$ cat src/hw/rtl/vpf_pkg.sv
// Shared types, codes and helpers of the vector path flattener.
package vpf_pkg;

  localparam int COORD_WIDTH     = 32;
  localparam int OP_WIDTH        = 4;
  localparam int CFG_WIDTH       = 7;
  localparam int MAX_STEPS_DEF   = 64;
  localparam logic [CFG_WIDTH-1:0] STEPS_RESET = 7'd16;

  typedef logic signed [COORD_WIDTH-1:0] coord_t;
  typedef logic signed [COORD_WIDTH+1:0] coord_wide_t;

  typedef enum logic [OP_WIDTH-1:0] {
    OP_CLOSE  = 4'd0,
    OP_MOVE   = 4'd1,
    OP_LINE   = 4'd2,
    OP_HLINE  = 4'd3,
    OP_VLINE  = 4'd4,
    OP_QUAD   = 4'd5,
    OP_CUBIC  = 4'd6,
    OP_SMOOTH = 4'd7,
    OP_END    = 4'd8
  } op_t;

  typedef enum logic [1:0] {
    EV_START  = 2'd0,
    EV_VERTEX = 2'd1,
    EV_END    = 2'd2,
    EV_ERROR  = 2'd3
  } ev_t;

  typedef enum logic [1:0] {
    SRC_CUR,
    SRC_LINE,
    SRC_CURVE,
    SRC_ZERO
  } src_t;

  typedef enum logic [3:0] {
    ST_IDLE,
    ST_DISPATCH,
    ST_ENDMARK,
    ST_POINT,
    ST_ERR,
    ST_SETUP,
    ST_LOAD,
    ST_MUL,
    ST_DIV_START,
    ST_DIV_WAIT,
    ST_ROT,
    ST_CURVE_EMIT,
    ST_FINISH
  } state_t;

  typedef struct packed {
    logic emit;
    ev_t  emit_kind;
    src_t src;
    logic last;
    logic setup;
    logic load;
    logic axis;
    logic mul;
    logic div_start;
    logic shift;
    logic shift_res;
    logic k_inc;
    logic update;
  } cmd_t;

  typedef struct packed {
    op_t  op;
    logic contour_open;
    logic out_free;
    logic div_done;
    logic k_last;
  } status_t;

  // Clamp a widened sum to the signed coordinate range.
  function automatic coord_t sat_coord(input coord_wide_t v);
    coord_t res;
    if ((v[COORD_WIDTH+1:COORD_WIDTH-1] == 3'b000) ||
        (v[COORD_WIDTH+1:COORD_WIDTH-1] == 3'b111)) begin
      res = v[COORD_WIDTH-1:0];
    end else if (v[COORD_WIDTH+1]) begin
      res = {1'b1, {(COORD_WIDTH-1){1'b0}}};
    end else begin
      res = {1'b0, {(COORD_WIDTH-1){1'b1}}};
    end
    return res;
  endfunction

endpackage

$ cat src/hw/rtl/vpf_if.sv
// Valid/ready channel interfaces for path segments and flattened results.
interface vpf_in_if import vpf_pkg::*; ();
  logic       valid;
  logic       ready;
  logic [3:0] operation;
  logic       relative;
  coord_t     first_x;
  coord_t     first_y;
  coord_t     second_x;
  coord_t     second_y;
  coord_t     third_x;
  coord_t     third_y;

  modport source (output valid, operation, relative, first_x, first_y,
                  second_x, second_y, third_x, third_y, input ready);
  modport sink   (input valid, operation, relative, first_x, first_y,
                  second_x, second_y, third_x, third_y, output ready);
endinterface

interface vpf_out_if import vpf_pkg::*; ();
  logic       valid;
  logic       ready;
  logic [1:0] event_res;
  coord_t     vertex_x;
  coord_t     vertex_y;
  logic       last;

  modport source (output valid, event_res, vertex_x, vertex_y, last, input ready);
  modport sink   (input valid, event_res, vertex_x, vertex_y, last, output ready);
endinterface

$ cat src/hw/rtl/vpf_div.sv
// Restoring unsigned divider, one quotient bit per cycle.
module vpf_div #(
  parameter int DW = 40,
  parameter int NW = 7
) (
  input  logic          clk,
  input  logic          rst_n,
  input  logic          start,
  input  logic [DW-1:0] dividend,
  input  logic [NW-1:0] divisor,
  output logic          done,
  output logic [DW-1:0] quotient
);

  localparam int CNTW = $clog2(DW + 1);

  logic [DW-1:0]   quo_r;
  logic [NW-1:0]   rem_r;
  logic [NW-1:0]   div_r;
  logic [CNTW-1:0] cnt_r;
  logic            busy_r;
  logic            done_r;
  logic [NW:0]     trial;
  logic [NW:0]     diff;
  logic            ge;

  assign trial = {rem_r, quo_r[DW-1]};
  assign ge    = trial >= {1'b0, div_r};
  assign diff  = trial - {1'b0, div_r};

  always_ff @(posedge clk) begin
    if (!rst_n) begin
      busy_r <= 1'b0;
      done_r <= 1'b0;
    end else begin
      done_r <= 1'b0;
      if (start) begin
        busy_r <= 1'b1;
      end else if (busy_r && (cnt_r == CNTW'(1))) begin
        busy_r <= 1'b0;
        done_r <= 1'b1;
      end
    end
  end

  always_ff @(posedge clk) begin
    if (start) begin
      quo_r <= dividend;
      rem_r <= '0;
      div_r <= divisor;
      cnt_r <= CNTW'(DW);
    end else if (busy_r) begin
      quo_r <= {quo_r[DW-2:0], ge};
      rem_r <= ge ? diff[NW-1:0] : trial[NW-1:0];
      cnt_r <= cnt_r - CNTW'(1);
    end
  end

  assign done     = done_r;
  assign quotient = quo_r;

endmodule

$ cat src/hw/rtl/vpf_dp.sv
// Datapath: path state, operand capture, de Casteljau scratch and result register.
module vpf_dp import vpf_pkg::*; #(
  parameter int MAX_STEPS = MAX_STEPS_DEF
) (
  input  logic                 clk,
  input  logic                 rst_n,
  input  logic                 cfg_we,
  input  logic [CFG_WIDTH-1:0] cfg_wdata,
  input  logic                 in_accept,
  input  logic [OP_WIDTH-1:0]  in_operation,
  input  logic                 in_relative,
  input  coord_t               in_first_x,
  input  coord_t               in_first_y,
  input  coord_t               in_second_x,
  input  coord_t               in_second_y,
  input  coord_t               in_third_x,
  input  coord_t               in_third_y,
  input  cmd_t                 cmd,
  output status_t              sts,
  input  logic                 out_ready,
  output logic                 out_valid,
  output logic [1:0]           out_event_res,
  output coord_t               out_vertex_x,
  output coord_t               out_vertex_y,
  output logic                 out_last
);

  localparam int KW = $clog2(MAX_STEPS + 1);
  localparam int DW = COORD_WIDTH + KW + 1;
  localparam int PW = COORD_WIDTH + KW + 2;
  localparam int CW = COORD_WIDTH;

  logic [CFG_WIDTH-1:0] steps_r;
  coord_t               cur_x_r, cur_y_r, ctl_x_r, ctl_y_r;
  logic                 open_r;
  op_t                  op_r;
  coord_t               c_r [6];
  coord_t               px_r [4];
  coord_t               py_r [4];
  coord_t               s_r [4];
  coord_t               vx_r;
  coord_t               a_r;
  logic signed [PW-1:0] prod_r;
  logic [KW-1:0]        k_r;
  logic                 out_valid_r;
  ev_t                  ev_r;
  coord_t               ox_r, oy_r;
  logic                 last_r;

  logic [KW-1:0]        ns;
  logic [KW-1:0]        half;
  coord_t               off_x, off_y;
  coord_t               fld [6];
  coord_t               c_nxt [6];
  coord_t               line_x, line_y;
  coord_t               refl_x, refl_y;
  logic signed [CW:0]   diff;
  logic signed [PW-1:0] prod_nxt;
  logic [PW-1:0]        mag;
  logic [DW-1:0]        dividend;
  logic                 div_done;
  logic [DW-1:0]        quotient;
  coord_wide_t          qs;
  coord_wide_t          res_w;
  coord_t               res;
  coord_t               emit_x, emit_y;
  ev_t                  emit_ev;
  logic                 out_free;

  // Clamp the configured step count into 1..MAX_STEPS.
  always_comb begin
    if (steps_r == '0) begin
      ns = KW'(1);
    end else if (int'(steps_r) > MAX_STEPS) begin
      ns = KW'(MAX_STEPS);
    end else begin
      ns = KW'(steps_r);
    end
    half = ns >> 1;
  end

  assign fld[0] = in_first_x;
  assign fld[1] = in_first_y;
  assign fld[2] = in_second_x;
  assign fld[3] = in_second_y;
  assign fld[4] = in_third_x;
  assign fld[5] = in_third_y;
  assign off_x  = in_relative ? cur_x_r : '0;
  assign off_y  = in_relative ? cur_y_r : '0;

  always_comb begin
    for (int i = 0; i < 6; i++) begin
      c_nxt[i] = sat_coord(coord_wide_t'(fld[i]) +
                           coord_wide_t'(((i % 2) == 1) ? off_y : off_x));
    end
  end

  assign line_x = (op_r == OP_VLINE) ? cur_x_r : c_r[0];
  assign line_y = (op_r == OP_HLINE) ? cur_y_r : c_r[1];
  assign refl_x = sat_coord((coord_wide_t'(cur_x_r) <<< 1) - coord_wide_t'(ctl_x_r));
  assign refl_y = sat_coord((coord_wide_t'(cur_y_r) <<< 1) - coord_wide_t'(ctl_y_r));

  // One interpolation: (b - a) * k, rounded divide by ns, add back a.
  assign diff     = {s_r[1][CW-1], s_r[1]} - {s_r[0][CW-1], s_r[0]};
  assign prod_nxt = PW'(diff) * PW'($signed({1'b0, k_r}));
  assign mag      = prod_r[PW-1] ? PW'(-prod_r) : PW'(prod_r);
  assign dividend = mag[DW-1:0] + DW'(half);

  vpf_div #(.DW(DW), .NW(KW)) u_div (
    .clk      (clk),
    .rst_n    (rst_n),
    .start    (cmd.div_start),
    .dividend (dividend),
    .divisor  (ns),
    .done     (div_done),
    .quotient (quotient)
  );

  assign qs    = prod_r[PW-1] ? -coord_wide_t'({1'b0, quotient[CW:0]})
                              : coord_wide_t'({1'b0, quotient[CW:0]});
  assign res_w = coord_wide_t'(a_r) + qs;
  assign res   = res_w[CW-1:0];

  always_comb begin
    case (cmd.src)
      SRC_CUR:   begin emit_x = cur_x_r; emit_y = cur_y_r; end
      SRC_LINE:  begin emit_x = line_x;  emit_y = line_y;  end
      SRC_CURVE: begin emit_x = vx_r;    emit_y = s_r[0];  end
      default:   begin emit_x = '0;      emit_y = '0;      end
    endcase
    case (cmd.emit_kind)
      EV_VERTEX: emit_ev = open_r ? EV_VERTEX : EV_START;
      EV_END:    emit_ev = EV_END;
      EV_ERROR:  emit_ev = EV_ERROR;
      default:   emit_ev = EV_START;
    endcase
  end

  assign out_free = !out_valid_r || out_ready;

  // Control state.
  always_ff @(posedge clk) begin
    if (!rst_n) begin
      steps_r     <= STEPS_RESET;
      open_r      <= 1'b0;
      out_valid_r <= 1'b0;
      cur_x_r     <= '0;
      cur_y_r     <= '0;
      ctl_x_r     <= '0;
      ctl_y_r     <= '0;
    end else begin
      if (cfg_we) begin
        steps_r <= cfg_wdata;
      end
      if (cmd.emit) begin
        out_valid_r <= 1'b1;
        if (cmd.emit_kind == EV_END) begin
          open_r <= 1'b0;
        end else if (cmd.emit_kind == EV_VERTEX) begin
          open_r <= 1'b1;
        end
      end else if (out_ready) begin
        out_valid_r <= 1'b0;
      end
      if (cmd.update) begin
        case (op_r)
          OP_CLOSE: begin
            ctl_x_r <= cur_x_r;
            ctl_y_r <= cur_y_r;
          end
          OP_MOVE, OP_LINE, OP_HLINE, OP_VLINE: begin
            cur_x_r <= line_x; cur_y_r <= line_y;
            ctl_x_r <= line_x; ctl_y_r <= line_y;
          end
          OP_QUAD, OP_SMOOTH: begin
            ctl_x_r <= c_r[0]; ctl_y_r <= c_r[1];
            cur_x_r <= c_r[2]; cur_y_r <= c_r[3];
          end
          OP_CUBIC: begin
            ctl_x_r <= c_r[2]; ctl_y_r <= c_r[3];
            cur_x_r <= c_r[4]; cur_y_r <= c_r[5];
          end
          OP_END: begin
            cur_x_r <= '0; cur_y_r <= '0;
            ctl_x_r <= '0; ctl_y_r <= '0;
          end
          default: begin
          end
        endcase
      end
    end
  end

  // Operand and working registers.
  always_ff @(posedge clk) begin
    if (in_accept) begin
      op_r <= op_t'(in_operation);
      for (int i = 0; i < 6; i++) begin
        c_r[i] <= c_nxt[i];
      end
    end
    if (cmd.setup) begin
      k_r     <= KW'(1);
      px_r[0] <= cur_x_r;
      py_r[0] <= cur_y_r;
      if (op_r == OP_SMOOTH) begin
        px_r[1] <= refl_x; py_r[1] <= refl_y;
        px_r[2] <= c_r[0]; py_r[2] <= c_r[1];
        px_r[3] <= c_r[2]; py_r[3] <= c_r[3];
      end else begin
        px_r[1] <= c_r[0]; py_r[1] <= c_r[1];
        px_r[2] <= c_r[2]; py_r[2] <= c_r[3];
        px_r[3] <= (op_r == OP_QUAD) ? c_r[2] : c_r[4];
        py_r[3] <= (op_r == OP_QUAD) ? c_r[3] : c_r[5];
      end
    end else if (cmd.k_inc) begin
      k_r <= k_r + KW'(1);
    end
    if (cmd.load) begin
      if (cmd.axis) begin
        vx_r <= s_r[0];
      end
      for (int i = 0; i < 4; i++) begin
        s_r[i] <= cmd.axis ? py_r[i] : px_r[i];
      end
    end else if (cmd.shift) begin
      s_r[0] <= s_r[1];
      s_r[1] <= s_r[2];
      s_r[2] <= s_r[3];
      s_r[3] <= cmd.shift_res ? res : s_r[0];
    end
    if (cmd.mul) begin
      a_r    <= s_r[0];
      prod_r <= prod_nxt;
    end
    if (cmd.emit) begin
      ev_r   <= emit_ev;
      ox_r   <= emit_x;
      oy_r   <= emit_y;
      last_r <= cmd.last;
    end
  end

  assign sts.op           = op_r;
  assign sts.contour_open = open_r;
  assign sts.out_free     = out_free;
  assign sts.div_done     = div_done;
  assign sts.k_last       = (k_r == ns);

  assign out_valid     = out_valid_r;
  assign out_event_res = ev_r;
  assign out_vertex_x  = ox_r;
  assign out_vertex_y  = oy_r;
  assign out_last      = last_r;

endmodule

$ cat src/hw/rtl/vpf_ctrl.sv
// Controller: segment dispatch and the interpolation sequence per vertex.
module vpf_ctrl import vpf_pkg::*; (
  input  logic    clk,
  input  logic    rst_n,
  input  logic    in_valid,
  output logic    in_ready,
  input  status_t sts,
  output cmd_t    cmd
);

  state_t     state_r, state_nxt;
  logic       axis_r, axis_nxt;
  logic [1:0] lvl_r, lvl_nxt;
  logic [1:0] j_r, j_nxt;
  logic [1:0] deg;
  logic [2:0] m;
  logic       adv;

  always_ff @(posedge clk) begin
    if (!rst_n) begin
      state_r <= ST_IDLE;
      axis_r  <= 1'b0;
      lvl_r   <= 2'd1;
      j_r     <= 2'd0;
    end else begin
      state_r <= state_nxt;
      axis_r  <= axis_nxt;
      lvl_r   <= lvl_nxt;
      j_r     <= j_nxt;
    end
  end

  assign deg = (sts.op == OP_QUAD) ? 2'd2 : 2'd3;
  assign m   = {1'b0, deg} - {1'b0, lvl_r} + 3'd1;

  always_comb begin
    state_nxt     = state_r;
    axis_nxt      = axis_r;
    lvl_nxt       = lvl_r;
    j_nxt         = j_r;
    cmd           = '0;
    cmd.emit_kind = EV_VERTEX;
    cmd.src       = SRC_ZERO;
    in_ready      = 1'b0;
    adv           = 1'b0;
    case (state_r)
      ST_IDLE: begin
        in_ready = 1'b1;
        if (in_valid) begin
          state_nxt = ST_DISPATCH;
        end
      end
      ST_DISPATCH: begin
        case (sts.op)
          OP_CLOSE, OP_END: state_nxt = sts.contour_open ? ST_ENDMARK : ST_FINISH;
          OP_MOVE:          state_nxt = sts.contour_open ? ST_ENDMARK : ST_POINT;
          OP_LINE, OP_HLINE, OP_VLINE: state_nxt = ST_POINT;
          OP_QUAD, OP_CUBIC, OP_SMOOTH: state_nxt = ST_SETUP;
          default:          state_nxt = ST_ERR;
        endcase
      end
      ST_ENDMARK: begin
        cmd.emit_kind = EV_END;
        cmd.src       = SRC_CUR;
        cmd.last      = (sts.op != OP_MOVE);
        if (sts.out_free) begin
          cmd.emit  = 1'b1;
          state_nxt = (sts.op == OP_MOVE) ? ST_POINT : ST_FINISH;
        end
      end
      ST_POINT: begin
        cmd.src  = SRC_LINE;
        cmd.last = 1'b1;
        if (sts.out_free) begin
          cmd.emit  = 1'b1;
          state_nxt = ST_FINISH;
        end
      end
      ST_ERR: begin
        cmd.emit_kind = EV_ERROR;
        cmd.last      = 1'b1;
        if (sts.out_free) begin
          cmd.emit  = 1'b1;
          state_nxt = ST_IDLE;
        end
      end
      ST_SETUP: begin
        cmd.setup = 1'b1;
        axis_nxt  = 1'b0;
        state_nxt = ST_LOAD;
      end
      ST_LOAD: begin
        cmd.load  = 1'b1;
        cmd.axis  = axis_r;
        lvl_nxt   = 2'd1;
        j_nxt     = 2'd0;
        state_nxt = ST_MUL;
      end
      ST_MUL: begin
        cmd.mul   = 1'b1;
        state_nxt = ST_DIV_START;
      end
      ST_DIV_START: begin
        cmd.div_start = 1'b1;
        state_nxt     = ST_DIV_WAIT;
      end
      ST_DIV_WAIT: begin
        if (sts.div_done) begin
          cmd.shift     = 1'b1;
          cmd.shift_res = 1'b1;
          adv           = 1'b1;
        end
      end
      ST_ROT: begin
        cmd.shift = 1'b1;
        adv       = 1'b1;
      end
      ST_CURVE_EMIT: begin
        cmd.src  = SRC_CURVE;
        cmd.last = sts.k_last;
        if (sts.out_free) begin
          cmd.emit = 1'b1;
          if (sts.k_last) begin
            state_nxt = ST_FINISH;
          end else begin
            cmd.k_inc = 1'b1;
            axis_nxt  = 1'b0;
            state_nxt = ST_LOAD;
          end
        end
      end
      ST_FINISH: begin
        cmd.update = 1'b1;
        state_nxt  = ST_IDLE;
      end
      default: state_nxt = ST_IDLE;
    endcase

    // Each level rotates the four scratch slots once round.
    if (adv) begin
      if (j_r == 2'd3) begin
        if (lvl_r == deg) begin
          if (!axis_r) begin
            axis_nxt  = 1'b1;
            state_nxt = ST_LOAD;
          end else begin
            state_nxt = ST_CURVE_EMIT;
          end
        end else begin
          lvl_nxt   = lvl_r + 2'd1;
          j_nxt     = 2'd0;
          state_nxt = ST_MUL;
        end
      end else begin
        j_nxt     = j_r + 2'd1;
        state_nxt = (({1'b0, j_r} + 3'd1) < m) ? ST_MUL : ST_ROT;
      end
    end
  end

endmodule

$ cat src/hw/rtl/vector_path_flattener.sv
// Vector path flattener: path segments in, contour markers and polyline vertices out.
// Flow: an accepted segment passes a dispatch state before its first result is registered
// (a move that ends a contour gives its vertex after the end marker); no new segment is
// taken until the last is done. Curves: per vertex, de Casteljau per axis on one shared
// interpolator (restoring divider).
// Reset (synchronous, active low) clears points, contour flag, result; steps set to 16.
module vector_path_flattener import vpf_pkg::*; #(
  parameter int MAX_STEPS = MAX_STEPS_DEF
) (
  input  logic                 clk,
  input  logic                 rst_n,
  input  logic                 cfg_we,
  input  logic [CFG_WIDTH-1:0] cfg_wdata,
  vpf_in_if.sink               in_ch,
  vpf_out_if.source            out_ch
);

  cmd_t    cmd;
  status_t sts;
  logic    in_ready;
  logic    in_accept;

  // An item is taken only when the controller is idle; a waiting result
  // does not hold that up, as the result register parts the two sides.
  assign in_ch.ready = in_ready;
  assign in_accept   = in_ch.valid && in_ready;

  vpf_ctrl u_ctrl (
    .clk      (clk),
    .rst_n    (rst_n),
    .in_valid (in_ch.valid),
    .in_ready (in_ready),
    .sts      (sts),
    .cmd      (cmd)
  );

  // Datapath: holds the current point, control point and contour flag,
  // samples curves through the shared interpolator and drives the result
  // register for each transfer.
  vpf_dp #(.MAX_STEPS(MAX_STEPS)) u_dp (
    .clk           (clk),
    .rst_n         (rst_n),
    .cfg_we        (cfg_we),
    .cfg_wdata     (cfg_wdata),
    .in_accept     (in_accept),
    .in_operation  (in_ch.operation),
    .in_relative   (in_ch.relative),
    .in_first_x    (in_ch.first_x),
    .in_first_y    (in_ch.first_y),
    .in_second_x   (in_ch.second_x),
    .in_second_y   (in_ch.second_y),
    .in_third_x    (in_ch.third_x),
    .in_third_y    (in_ch.third_y),
    .cmd           (cmd),
    .sts           (sts),
    .out_ready     (out_ch.ready),
    .out_valid     (out_ch.valid),
    .out_event_res (out_ch.event_res),
    .out_vertex_x  (out_ch.vertex_x),
    .out_vertex_y  (out_ch.vertex_y),
    .out_last      (out_ch.last)
  );

endmodule

$ cat src/flat_wrapper.sv
// flat-port wrapper written by rule: the top's interface ports become plain ports
module vector_path_flattener_flat import vpf_pkg::*;
#(
  parameter int MAX_STEPS = MAX_STEPS_DEF
)
  (clk, rst_n, cfg_we, cfg_wdata, in_ch_valid, in_ch_operation, in_ch_relative, in_ch_first_x, in_ch_first_y, in_ch_second_x, in_ch_second_y, in_ch_third_x, in_ch_third_y, in_ch_ready, out_ch_valid, out_ch_event_res, out_ch_vertex_x, out_ch_vertex_y, out_ch_last, out_ch_ready);
  vpf_in_if in_ch_i ();
  vpf_out_if out_ch_i ();
  input  logic clk;
  input  logic rst_n;
  input  logic cfg_we;
  input  logic [CFG_WIDTH-1:0] cfg_wdata;
  input wire logic [$bits(in_ch_i.valid)-1:0] in_ch_valid;
  input wire logic [$bits(in_ch_i.operation)-1:0] in_ch_operation;
  input wire logic [$bits(in_ch_i.relative)-1:0] in_ch_relative;
  input wire logic [$bits(in_ch_i.first_x)-1:0] in_ch_first_x;
  input wire logic [$bits(in_ch_i.first_y)-1:0] in_ch_first_y;
  input wire logic [$bits(in_ch_i.second_x)-1:0] in_ch_second_x;
  input wire logic [$bits(in_ch_i.second_y)-1:0] in_ch_second_y;
  input wire logic [$bits(in_ch_i.third_x)-1:0] in_ch_third_x;
  input wire logic [$bits(in_ch_i.third_y)-1:0] in_ch_third_y;
  output wire logic [$bits(in_ch_i.ready)-1:0] in_ch_ready;
  output wire logic [$bits(out_ch_i.valid)-1:0] out_ch_valid;
  output wire logic [$bits(out_ch_i.event_res)-1:0] out_ch_event_res;
  output wire logic [$bits(out_ch_i.vertex_x)-1:0] out_ch_vertex_x;
  output wire logic [$bits(out_ch_i.vertex_y)-1:0] out_ch_vertex_y;
  output wire logic [$bits(out_ch_i.last)-1:0] out_ch_last;
  input wire logic [$bits(out_ch_i.ready)-1:0] out_ch_ready;
  assign in_ch_i.valid = in_ch_valid;
  assign in_ch_i.operation = in_ch_operation;
  assign in_ch_i.relative = in_ch_relative;
  assign in_ch_i.first_x = in_ch_first_x;
  assign in_ch_i.first_y = in_ch_first_y;
  assign in_ch_i.second_x = in_ch_second_x;
  assign in_ch_i.second_y = in_ch_second_y;
  assign in_ch_i.third_x = in_ch_third_x;
  assign in_ch_i.third_y = in_ch_third_y;
  assign in_ch_ready = in_ch_i.ready;
  assign out_ch_valid = out_ch_i.valid;
  assign out_ch_event_res = out_ch_i.event_res;
  assign out_ch_vertex_x = out_ch_i.vertex_x;
  assign out_ch_vertex_y = out_ch_i.vertex_y;
  assign out_ch_last = out_ch_i.last;
  assign out_ch_i.ready = out_ch_ready;
  vector_path_flattener #(.MAX_STEPS(MAX_STEPS)) u_core (.clk(clk), .rst_n(rst_n), .cfg_we(cfg_we), .cfg_wdata(cfg_wdata), .in_ch(in_ch_i), .out_ch(out_ch_i));
endmodule
$ cat config.mk
export PLATFORM = sky130hd
export DESIGN_NAME = vector_path_flattener_flat
export DESIGN_NICKNAME = d
export VERILOG_FILES = /design/src/hw/rtl/vpf_pkg.sv /design/src/hw/rtl/vpf_if.sv /design/src/hw/rtl/vpf_div.sv /design/src/hw/rtl/vpf_dp.sv /design/src/hw/rtl/vpf_ctrl.sv /design/src/hw/rtl/vector_path_flattener.sv /design/src/flat_wrapper.sv
export SDC_FILE = /design/constraint.sdc
export NUM_CORES = 2
export LEC_CHECK = 0
export ABC_AREA = 1
export BUFFER_PORTS_ARGS = -buffer_cell sky130_fd_sc_hd__buf_2
export CORE_ASPECT_RATIO = 0.8
export CORE_MARGIN = 2
export CORE_UTILIZATION = 28
export CTS_CLUSTER_DIAMETER = 100
export DETAILED_ROUTE_END_ITERATION = 10
export REMOVE_ABC_BUFFERS = 1
export SKIP_CTS_REPAIR_TIMING = 1
export SYNTH_ARGS = -nofsm -noshare
export SYNTH_HDL_FRONTEND = slang
export SYNTH_SLANG_ARGS = --single-unit
$ cat constraint.sdc
create_clock -name clk -period 17.47 [get_ports clk]
set_input_delay 1.747 -clock clk [delete_from_list [all_inputs] [get_ports clk]]
set_output_delay 1.747 -clock clk [all_outputs]
set_load 0.05 [all_outputs]
==> Yosys cells after proc, flatten, opt, wreduce, memory -nomap -nowiden <==
Memories as Yosys holds them, arrays and structs flattened.
Index checks and enable logic that the tools add are counted.
{ "totals": {"regBits": 391, "mem_bits_rw": 576, "n_memories": 4} }
{ "memory_table": {"columns": ["memory", "words", "word_bits", "read_ports", "rd_clocked_by_memory_dff", "wr", "line", "rtl"], "rows": [
  ["u_core.u_dp.c_r", 6, 32, 6, 0, 6, "vpf_dp.sv:37", "coord_t c_r [6];"],
  ["u_core.u_dp.px_r", 4, 32, 4, 0, 4, "vpf_dp.sv:38", "coord_t px_r [4];"],
  ["u_core.u_dp.py_r", 4, 32, 4, 0, 4, "vpf_dp.sv:39", "coord_t py_r [4];"],
  ["u_core.u_dp.s_r", 4, 32, 4, 0, 4, "vpf_dp.sv:40", "coord_t s_r [4];"]
]} }
{ "op_classes": {"n_addsub": 21, "mul": 1, "magnitude_cmp": 3, "eq_ne": 44, "mux": 125, "bitwise_logic": 11, "n_reduce_logical": 44} }
{ "ops": {"columns": ["op", "n"], "rows": [
  ["32-bit two-way mux", 38],
  ["32-bit case mux with 5 select lines", 2],
  ["32-bit case mux with 4 select lines", 2],
  ["32-bit by 32-bit adder with 33-bit output", 6],
  ["32-bit case mux with 3 select lines", 2],
  ["40-bit two-way mux", 3],
  ["33-bit by 32-bit subtractor with 34-bit output", 2],
  ["4-bit two-way mux", 13],
  ["4-bit case mux with 11 select lines", 1],
  ["1-bit two-way mux", 43],
  ["33-bit by 8-bit multiplier with 41-bit output", 1],
  ["40-bit by 6-bit adder with 40-bit output", 1],
  ["40-bit negator", 1],
  ["32-bit by 32-bit subtractor with 33-bit output", 1],
  ["32-bit adder", 1],
  ["4-bit by 3-bit == test with 1-bit output (second input constant)", 8],
  ["32-bit negator", 1],
  ["3-bit == test (second input constant)", 8],
  ["4-bit == test (second input constant)", 6],
  ["3-bit logical NOT", 8],
  ["7-bit two-way mux", 3],
  ["2-bit two-way mux", 10],
  ["4-bit by 2-bit == test with 1-bit output (second input constant)", 4],
  ["4-bit case mux with 4 select lines", 1],
  ["other kinds (39)", 83]
]} }

==> Depth between registers and ports, before layout <==
{ "logic_depth": {"depth_word": 11, "depth_mapped": 35, "depth_no_buf": 34} }

==> Cells and area by module <==
Synthesis repeated with hierarchy kept, for this count alone.
{ "hier_totals": {"cells_unflattened": 9372, "hier_area_um2": 72891.2} }
{ "modules_own_cells": {"columns": ["mod", "instances", "cells_each", "area_per_inst_um2"], "rows": [
  ["vpf_dp", 1, 8866, 68987.4],
  ["vpf_div", 1, 334, 2955.3],
  ["vpf_ctrl", 1, 170, 940.9],
  ["vector_path_flattener", 1, 2, 7.5]
]} }

==> Least setup slack after synthesis <==
Ideal clock, no wire load.
{ "synth_timing": {"path_type": "input to register", "start": "input port in_ch_valid", "end": "memory u_core.u_dp.c_r[0][0] (netlist name) (enable)", "arrival_time_ps": 9858, "required_time_ps": 16714, "slack_ps": 6856, "path_stages": 2, "path_cell_list": "inv_1 -> nor2_1"} }
{ "synth_rtl": {"columns": ["item", "line", "rtl"], "rows": [
  ["start: declaration", "flat_wrapper.sv:13", "input wire logic [$bits(in_ch_i.valid)-1:0] in_ch_valid;"],
  ["end: declaration", "vpf_dp.sv:37", null]
]} }

==> run_summary.xml <==
<?xml version="1.0" encoding="UTF-8"?>
<metrics>
  <group name="pwr">
    <metric name="leakagePower" unit="nW">36.5</metric>
    <metric name="vdd.ir_drop.worst" unit="mV">0.230</metric>
    <metric name="design_power_total" unit="mW">10.6</metric>
    <metric name="power.density" unit="mW/mm^2">130</metric>
  </group>
  <group name="setup_path">
    <metric name="crit_path_start_kind" unit="">flop</metric>
    <metric name="worstPathArrival" unit="ns">7.44</metric>
    <metric name="cp_data_required_time" unit="ns">17.90</metric>
    <metric name="cpPeakStageDelay" unit="ns">0.56</metric>
    <metric name="critPathMaxFanout" unit="">7</metric>
    <metric name="timing.setup.critical_path_class" unit="">reg2reg</metric>
    <metric name="worst-r2r-cell-count" unit="">29</metric>
    <metric name="crit_slowest_cell" unit="">xnor2_1</metric>
    <metric name="r2r_start" unit="">u_core.u_dp.s_r[0][32]$_DFFE_PP_</metric>
    <metric name="cpLargestDelayFamily" unit="">adder cells</metric>
    <metric name="reg2reg_setup_slack" unit="ns">10.46</metric>
    <metric name="timing.rr.end" unit="">u_core.u_dp.prod_r[37]$_DFFE_PN_</metric>
    <metric name="critical_path_buf_inv_count" unit="">4</metric>
    <metric name="setup.worst_path.end_class" unit="">flop</metric>
  </group>
  <group name="floorplanning">
    <metric name="chipWidth" unit="um">572</metric>
    <metric name="floorplan.initialDensity" unit="%">28.2</metric>
    <metric name="core_area" unit="mm^2">0.257</metric>
    <metric name="design.die.area" unit="mm^2">0.263</metric>
    <metric name="die_h" unit="um">459</metric>
    <metric name="top_level_ports" unit="">278</metric>
    <metric name="core.rowCount" unit="">166</metric>
  </group>
  <group name="place">
    <metric name="final_hpwl_from_detailed_placement" unit="um">238000</metric>
    <metric name="placed_cell_area" unit="mm^2">0.0775</metric>
    <metric name="post-place-cells" unit="">12786</metric>
    <metric name="routabilityCongestion" unit="">1.01</metric>
    <metric name="port_buffers" unit="">277</metric>
  </group>
  <group name="logic_synthesis">
    <metric name="syn_area" unit="mm^2">0.0724</metric>
    <metric name="asyncSetResetFlopFracSynth" unit="%">0</metric>
    <metric name="synth_seq_area_share" unit="%">37.8</metric>
    <metric name="synth_cell_types" unit="">66</metric>
    <metric name="yosys-top-cells-area" unit="">edfxtp_1 33%, nand2_1 12%, ha_1 7.3%</metric>
    <metric name="syn_inst" unit="">9303</metric>
    <metric name="synthMostInstantiatedCell" unit="">nand2_1</metric>
    <metric name="synth-edff-count" unit="">799</metric>
    <metric name="netlist.top_cell.by_area" unit="">edfxtp_1</metric>
    <metric name="ys_warn_count" unit="">0</metric>
    <metric name="synthFlopType" unit="">edfxtp_1</metric>
    <metric name="synth_area_per_cell" unit="um^2">7.78</metric>
    <metric name="synth_commonest_cells" unit="">2,372 x nand2_1, 1,170 x inv_1, 993 x nor2_1</metric>
    <metric name="synth_top_area_share" unit="%">33.1</metric>
    <metric name="yosys_register_bits" unit="">967</metric>
  </group>
  <group name="drt">
    <metric name="via_count_of_the_routed_design" unit="">67639</metric>
    <metric name="route.detailed.vias_per_inst" unit="">5.21</metric>
    <metric name="detail-route-antenna-nets" unit="">0</metric>
    <metric name="drt-wirelength-per-cell" unit="um">23.3</metric>
    <metric name="drt_pre_antenna_iters" unit="">7</metric>
    <metric name="routed_wl" unit="um">303000</metric>
    <metric name="drt_iter0_drc" unit="">8900</metric>
    <metric name="detail_route.drc_violations" unit="">0</metric>
  </group>
  <group name="timing">
    <metric name="final_min_period_over_clock_period" unit="%">40.1</metric>
    <metric name="final_hold_slack" unit="ns">0.479</metric>
    <metric name="timing.final.hold_violations" unit="">0</metric>
    <metric name="timing_max_transition_violations_final" unit="">0</metric>
    <metric name="achievable-frequency" unit="MHz">143</metric>
    <metric name="period_needed" unit="ns">7.01</metric>
    <metric name="final_tns_setup" unit="ns">0</metric>
    <metric name="worst_slew_pin_slew" unit="ns">1.39</metric>
    <metric name="slew-limit-headroom" unit="%">6.16</metric>
    <metric name="unrepaired_setup_endpoints_after_global_routing" unit="">no</metric>
    <metric name="clock_skew" unit="ns">0.129</metric>
    <metric name="final_count_of_negative_setup_slack_endpoints" unit="">0</metric>
  </group>
  <group name="cts">
    <metric name="clk_tree_root_cell" unit="">clkbuf_16</metric>
    <metric name="clkSlewWorstSetupHoldPaths" unit="ns">0.07</metric>
    <metric name="clock_insertion_delay_worst_skew" unit="ns">0.81</metric>
    <metric name="cts_num_sinks" unit="">967</metric>
    <metric name="cts_max_path_buffers" unit="">3</metric>
    <metric name="cts_max_level" unit="">3</metric>
    <metric name="numCtsBuffers" unit="">104</metric>
    <metric name="cts_tree" unit="">done</metric>
  </group>
  <group name="global_route">
    <metric name="gr-usage-met1" unit="%">31.8</metric>
    <metric name="grt_util_met3" unit="%">7.34</metric>
    <metric name="via_count_of_the_first_global_routing_pass" unit="">62581</metric>
    <metric name="antenna_violations_before_repair" unit="">14</metric>
    <metric name="grt_max_degree" unit="">161</metric>
    <metric name="global_route.usage.met2" unit="%">31.8</metric>
    <metric name="overflow" unit="">0</metric>
    <metric name="wire_length_of_the_first_global_routing_pass" unit="um">433000</metric>
    <metric name="layer_with_the_highest_usage" unit="">met2</metric>
    <metric name="global_route.usage.total" unit="%">22.4</metric>
  </group>
  <group name="finish">
    <metric name="num-nets-final" unit="">10265</metric>
    <metric name="layout.cells.non_filler" unit="">12988</metric>
    <metric name="post_route_design_area" unit="mm^2">0.0811</metric>
    <metric name="syn_to_final_growth" unit="%">12.0</metric>
    <metric name="final_layout_size_suffix_gt1_share" unit="%">7.03</metric>
  </group>
  <group name="flow_run">
    <metric name="max_cap_viol_count" unit="">0</metric>
  </group>
  <group name="min_path">
    <metric name="hold_depth" unit="">2</metric>
    <metric name="min_to" unit="">u_core.u_dp.u_div.cnt_r[1]$_SDFFE_PP0P_</metric>
    <metric name="hp-class" unit="">reg2reg</metric>
    <metric name="hold_sp" unit="">u_core.u_dp.u_div.cnt_r[1]$_SDFFE_PP0P_</metric>
  </group>
  <group name="outcome">
    <metric name="outcome" unit="">completed</metric>
  </group>
</metrics>
tightest hold or removal path: stages (launching register included):
cell and delay, ns:
dfxtp_1 0.34, a21oi_1 0.07, inv_1 0.04
power breakdown:
part	switching [mW]	internal [mW]	total, mW
registers	0.322	3.22	3.54
logic	3.35	1.27	4.62
clock network	1.09	1.31	2.41
flip-flops by register name (all words and copies together) (netlist names), 2 cells and up:
register,cells
u_core.u_dp.out_event_res,2
u_core.u_dp.px_r,128
u_core.u_dp.k_r,7
u_core.u_dp.cur_y_r,32
u_core.u_dp.u_div.rem_r,7
u_core.u_dp.ctl_y_r,32
u_core.u_dp.a_r,32
u_core.u_dp.vx_r,32
u_core.u_dp.prod_r,41
u_core.u_dp.u_div.quotient,40
u_core.u_dp.out_vertex_y,32
u_core.u_dp.py_r,128
u_core.u_dp.c_r,192
u_core.u_dp.out_vertex_x,32
u_core.u_dp.s_r,128
u_core.u_ctrl.j_r,2
u_core.u_dp.cur_x_r,32
u_core.u_dp.steps_r,7
u_core.u_dp.op_r,4
u_core.u_ctrl.state_r,4
u_core.u_ctrl.lvl_r,2
u_core.u_dp.ctl_x_r,32
u_core.u_dp.u_div.cnt_r,6
u_core.u_dp.u_div.div_r,7
worst max path at each step:
| stage | startpoint | endpoint | slack, ns | depth (start not counted) |
|---|---|---|---|---|
| 3_5_place_dp | u_core.u_dp.s_r[0][32]$_DFFE_PP_ | u_core.u_dp.prod_r[37]$_DFFE_PN_ | 10.55 | 29 |
| 6_report | u_core.u_dp.s_r[0][32]$_DFFE_PP_ | u_core.u_dp.prod_r[37]$_DFFE_PN_ | 10.46 | 29 |
| 2_1_floorplan | u_core.u_ctrl.state_r[2]$_SDFFE_PN0P_ | u_core.u_dp.px_r[1][0]$_DFFE_PP_ | 5.17 | 8 |
| 5_1_grt | u_core.u_dp.s_r[0][32]$_DFFE_PP_ | u_core.u_dp.prod_r[37]$_DFFE_PN_ | 9.90 | 30 |
| 3_3_place_gp | u_core.u_dp.s_r[0][2]$_DFFE_PP_ | u_core.u_dp.prod_r[26]$_DFFE_PN_ | 10.61 | 29 |
| 4_1_cts | u_core.u_dp.s_r[0][32]$_DFFE_PP_ | u_core.u_dp.prod_r[37]$_DFFE_PN_ | 10.46 | 29 |
layout by cell type (no fill, tap or decap), types with 25 or more instances in the layout:
master / instances
a31oi_1: 227
nand2_2: 25
edfxtp_1: 799
o21bai_1: 35
buf_2: 276
o221ai_1: 39
nand3_1: 263
nand2_1: 2369
buf_4: 75
o22ai_1: 96
o21ai_1: 27
dfxtp_1: 168
clkbuf_16: 106
nor2_1: 987
ha_1: 425
xnor2_1: 95
a21oi_1: 597
nor3_1: 81
o21ai_0: 644
fa_1: 183
a221oi_1: 58
mux2i_1: 32
o211ai_1: 45
xor2_1: 257
nand4_1: 88
a21o_1: 63
inv_1: 1163
routing by layer:
metal	part of all wire, %	vias to the layer above
li1	-	31458
met1	44	32329
met2	40	3403
met3	12	437
met4	3.4	12
met5	0.022	-
area by class of cell:
class / instances / area [um^2]
flip-flops and latches: 967 / 27400
inverters: 1196 / 4500
clock buffers: 136 / 2880
diodes: 4 / 10.0
fillers: 27485 / 175000
repair buffers: 355 / 2020
clock inverters: 62 / 738
well taps: 3444 / 4310
multi-input cells: 6824 / 39300
logic make-up (layout without fill, tap and decap cells):
| kind of cell | count (synthesis) | after routing | synth area share (%) |
|---|---|---|---|
| AO/OA/AOI/OAI | 1906 | 1906 | 15.1 |
| XOR/XNOR | 352 | 352 | 4.26 |
| adder cells (fa/ha/maj) | 608 | 608 | 12.4 |
| buffers and inverters | 1512 | 1749 | 8.12 |
| flip-flops | 967 | 967 | 37.8 |
| multiplexers | 32 | 32 | 0.442 |
| other | 0 | 4 | 0 |
| AND/OR/NAND/NOR | 3926 | 3926 | 21.9 |
metrics by stage:
step                      util [%]  worst slack (ns)
final                         31.6             10.46
after global routing          31.6              9.90
after CTS                     31.6             10.46
after detailed placement      30.2             10.55
after global placement        30.2             10.61
after floorplan                  -              5.17
No activity file was read; power rests on OpenSTA's default activity.
